<file path="config.mk">
export PLATFORM = sky130hd
export DESIGN_NAME = ptw_entry_unit
export DESIGN_NICKNAME = d
export VERILOG_FILES = /design/src/hdl/ptw_pkg.sv /design/src/hdl/ptw_entry_unit.sv
export SDC_FILE = /design/constraint.sdc
export NUM_CORES = 1
export LEC_CHECK = 0
export ABC_AREA = 1
export BUFFER_PORTS_ARGS = -buffer_cell sky130_fd_sc_hd__buf_2
export CORE_MARGIN = 3
export CORE_UTILIZATION = 56
export DETAILED_ROUTE_END_ITERATION = 16
export GPL_TIMING_DRIVEN = 0
export PLACE_DENSITY_LB_ADDON = 0.08
export SYNTH_ARGS = -nofsm -noshare
export SYNTH_HDL_FRONTEND = slang
export SYNTH_SLANG_ARGS = --single-unit
</file>
<file path="constraint.sdc">
create_clock -name vclk -period 7.5
set_input_delay 1.5 -clock vclk [all_inputs]
set_output_delay 1.5 -clock vclk [all_outputs]
set_load 0.02 [all_outputs]
</file>
<file path="src/hdl/ptw_pkg.sv">
`default_nettype none

package ptw_pkg;

  // Virtual address split: four 9-bit indices over a 4 KiB page offset
  localparam int IDX_W  = 9;
  localparam int PAGE_W = 12;
  localparam int HUGE_W = 21;
  localparam int PFN_W  = 40;
  localparam int VA_W   = 48;
  localparam int PA_W   = 52;
  localparam int ENT_W  = 64;

  // Entry flag bits
  localparam int PTE_P_BIT = 0;
  localparam int PTE_W_BIT = 1;
  localparam int PTE_H_BIT = 7;

  // Request kinds
  localparam logic [1:0] REQ_XLATE = 2'd0;
  localparam logic [1:0] REQ_MAP   = 2'd1;
  localparam logic [1:0] REQ_UNMAP = 2'd2;
  localparam logic [1:0] REQ_NONE  = 2'd3;

  // Result status codes
  localparam logic [1:0] ST_OK      = 2'd0;
  localparam logic [1:0] ST_NOTPRES = 2'd1;
  localparam logic [1:0] ST_HUGE    = 2'd2;
  localparam logic [1:0] ST_NOFRAME = 2'd3;

  // Configuration register indexes
  localparam int         CFG_IDX_W    = 1;
  localparam logic [0:0] CFG_IDENTITY = 1'b0;
  localparam logic [0:0] CFG_BASE     = 1'b1;

  localparam logic [PFN_W-1:0] BASE_RESET = 40'd256;

  // Decoded view of one table entry
  typedef struct packed {
    logic present;
    logic huge;
    logic in_range;
  } entry_info_t;

endpackage

`default_nettype wire

</file>
<file path="src/hdl/ptw_entry_unit.sv">
`default_nettype none

// Entry decoder: flag bits and store frame of a pointer entry
module ptw_entry_unit #(
  parameter int TABLE_FRAMES = 16
) (
  input  wire logic [ptw_pkg::ENT_W-1:0]  entry,
  input  wire logic [ptw_pkg::PFN_W-1:0]  base,
  output ptw_pkg::entry_info_t            info,
  output logic [$clog2(TABLE_FRAMES)-1:0] frame
);

  localparam int FW = $clog2(TABLE_FRAMES);

  logic [ptw_pkg::PFN_W-1:0] offset;

  // frame offset from the table base, wrapping at 40 bits
  assign offset = entry[ptw_pkg::PA_W-1:ptw_pkg::PAGE_W] - base;

  assign info.present  = entry[ptw_pkg::PTE_P_BIT];
  assign info.huge     = entry[ptw_pkg::PTE_H_BIT];
  assign info.in_range = offset < ptw_pkg::PFN_W'(TABLE_FRAMES);
  assign frame         = offset[FW-1:0];

endmodule

`default_nettype wire

</file>
* Yosys cells after proc, flatten, opt, wreduce, memory -nomap -nowiden
Cells that the tools add are included.
** Word-level totals
- Bits in registers :: 0
- Input port bits :: 104
- Output and inout bits :: 7
- Word-level logic and storage cells :: 2
** Operators by class
- Add/sub/neg operators :: 1
- Order comparisons :: 1
** Operators by type and width (count)
- 40-bit by 5-bit < comparator with 1-bit output, second input constant :: 1
- 40-bit subtractor :: 1

* Logic depth before layout (Yosys ltp)
- Depth after elaboration :: 2
- Gate-level depth with buffers :: 19
- Gate-level depth less buffers :: 19

* Worst setup path after synthesis
No wires, ideal clock.
- Path kind :: input port to output port
- Start point :: input port entry[12] (netlist bit)
- End point :: output port info[0] (netlist bit)
- Data arrival time :: 3.293 ns
- Path slack :: 2.707 ns
- Stages on the path :: 19
- Buffers on the path :: 0
- Cells stage by stage :: inv_1 ha_1 inv_1 fa_1 nand3_1 nand2_1 nand2_1 nand2_1 nand2_1 nand2_1 nand2_1 nand2_1 nor2_1 nand2_1 nor2_1 nand3_1 nor2_1 nand2_1 nor2_2
** RTL lines
- from (decl) :: RTL line ptw_entry_unit.sv:7 : input wire logic [ptw_pkg::ENT_W-1:0] entry,
- to (decl) :: RTL line ptw_entry_unit.sv:9 : output ptw_pkg::entry_info_t info,

==> metrics.txt <==
status=completed; cell with the most instances after synthesis=nand2_1; layout clock buffer count=0; Slew headroom=76.3%; Rows=27; hold slack=~3200 ps; first-pass GRT wire length=17000 µm; Die Ht=approximately 84 µm; DP Worst Slack=between 2000 and 2500 ps; initial antenna violation count=0; Seq/Total Area, Yosys=0%; Syn Nets=between 800 and 900; Ant. Diodes=0; DR vias=roughly 4600; post-cts repair resize count=0; Avg Inst Size Synth=about 4.7 µm²; Area Overhead vs Synth=15.4%; CP Capture Type=output port; Congestion Overflow GR=0; crit start category=input port; Top Ports=111; Die X=about 84 µm; Antenna Violating Nets Remaining=0; crit-path max cell delay=slightly below 500 ps; minimum clock period after layout=5510 ps; Tcrit/Tclk final=73.5%; area share of the leading cell type in the synthesized netlist=between 30% and 40%; dpl hpwl=between 9000 and 10000 µm; Critical Path RT=about 6000 ps; PwrDens=roughly 76 nW/µm²; Post-Syn Instances=around 730; Commonest cells post-synth=nand2_1, inv_1, nor2_1; setup TNS=0 ps; Crit Path Max Fanout=4; Initial Util=59.7%; CP arrival=4010 ps; RePlAce Congestion=roughly 0.96; Routed WL=around 11000 µm; final instance area=between 3000 and 4000 µm²; # hold bufs at CTS=0; Synth cell types=26; Worst path slowest cell=fa_1; Nets=around 960; layout cell share with drive strength beyond 1=between 10 and 15%; placed inst area=3940 µm²; Setup WS post-layout=1990 ps; count of final hold-check violations=0; Slew @ Worst Pin=between 300 and 400 ps; core area=about 5700 µm²; total power=approximately 300 µW; VDD IR max=0.0552 mV; Hold Crit Class=in2out; cell taking the most area after synthesis=nand2_1; crit-path cells=buf_2, inv_1, ha_1, inv_1, fa_1, nand3_1, nand2_1, nand3_1, nand3_1, nand3_1, nand2_1, xor2_1, nor2_1, nand2_1, nor2_1, nand2_1, nor2_2, buf_2; fin. max-slew vios=0; DR iter-0 viols=roughly 420; vias in the first global route=between 4000 and 5000; max cap viols=0; drt drc=0; Synth Cell Area=3410 µm²; routed vias/inst=roughly 5.2; hold path cells=2; top cells by area, synth=nand2_1, inv_1, ha_1, nor2_1, nand3_1; largest net degree at the start of global routing=8; sequential cell count=0; storage element area=0 µm²; Port Buf Inserts=a little under 90; final setup violation count=0; Multi-input gate area=~2800 µm²; Setup Crit Path Kind=in2out; Wirelength per Cell=12.0 µm; gr usage total=~28%; yosys warns=0; fillers=600; RSZ-0062 raised after global routing=false; Peak Freq=approximately 180 MHz; leak pwr=0.00266 µW; postcts setup bufs=0; iteration count of the initial detailed-routing pass=5; die area=about 7100 µm²
==> path summary, 6_finish.rpt <==
check / startpoint / to
worst max-delay path: entry[12] / info[0]
worst min-delay path: entry[0] / info[2]
==> kinds of logic after synthesis <==
family	Yosys count	share of synthesized area (%)
simple gates	467	57.5
buf+inv	167	18.6
xor+xnor	6	1.54
compound gates	46	7.45
fa+ha+maj	40	14.9
==> metrics by stage <==
stage / util (%) / instances
after global placement: 68.9 / 885
after CTS: 68.9 / 885
after detailed placement: 68.9 / 885
final: 68.9 / 885
after global routing: 68.9 / 885
after floorplan: - / 726
==> cell usage in the layout (no fill, tap or decap), drive strengths merged <==
cell type,Yosys,final
nand4,9,9
a21o,1,1
inv,165,165
o21a,3,3
buf,2,89
o21ai,5,5
xor2,6,6
and3,1,1
or2,1,1
nor3,9,9
nand2,301,301
o22ai,1,1
ha,39,39
nand3b,9,9
nor2,88,88
nand3,49,49
fa,1,1
a21oi,34,34
o21bai,2,2
==> worst max-delay path, delay by kind of cell <==
kind	cells	cell delay (ps)
buffers and inverters	4	380
adder cells (fa/ha/maj)	2	620
XOR/XNOR	1	170
AND/OR/NAND/NOR	11	1330
==> power by group <==
group	internal, µW	switching, µW	total [µW]
logic	107	193	300
registers	0	0	0
clock network	0	0	0
==> cell type report <==
type	instances	area share [%]
multi-input cells	559	70.5
inverters	165	15.7
repair buffers	87	11.1
well taps	72	2.29
plain buffers	2	0.381
==> per-layer routing <==
layer | vias up | routed length, µm | global-route usage [%]
met4 | 0 | 140 | 3.51
met3 | 23 | 1260 | 2.17
met1 | 1998 | 4650 | 41.1
met2 | 232 | 4580 | 46.9
met5 | - | 0 | 0
li1 | 2366 | - | -
Power figures use the tool's default switching activity.
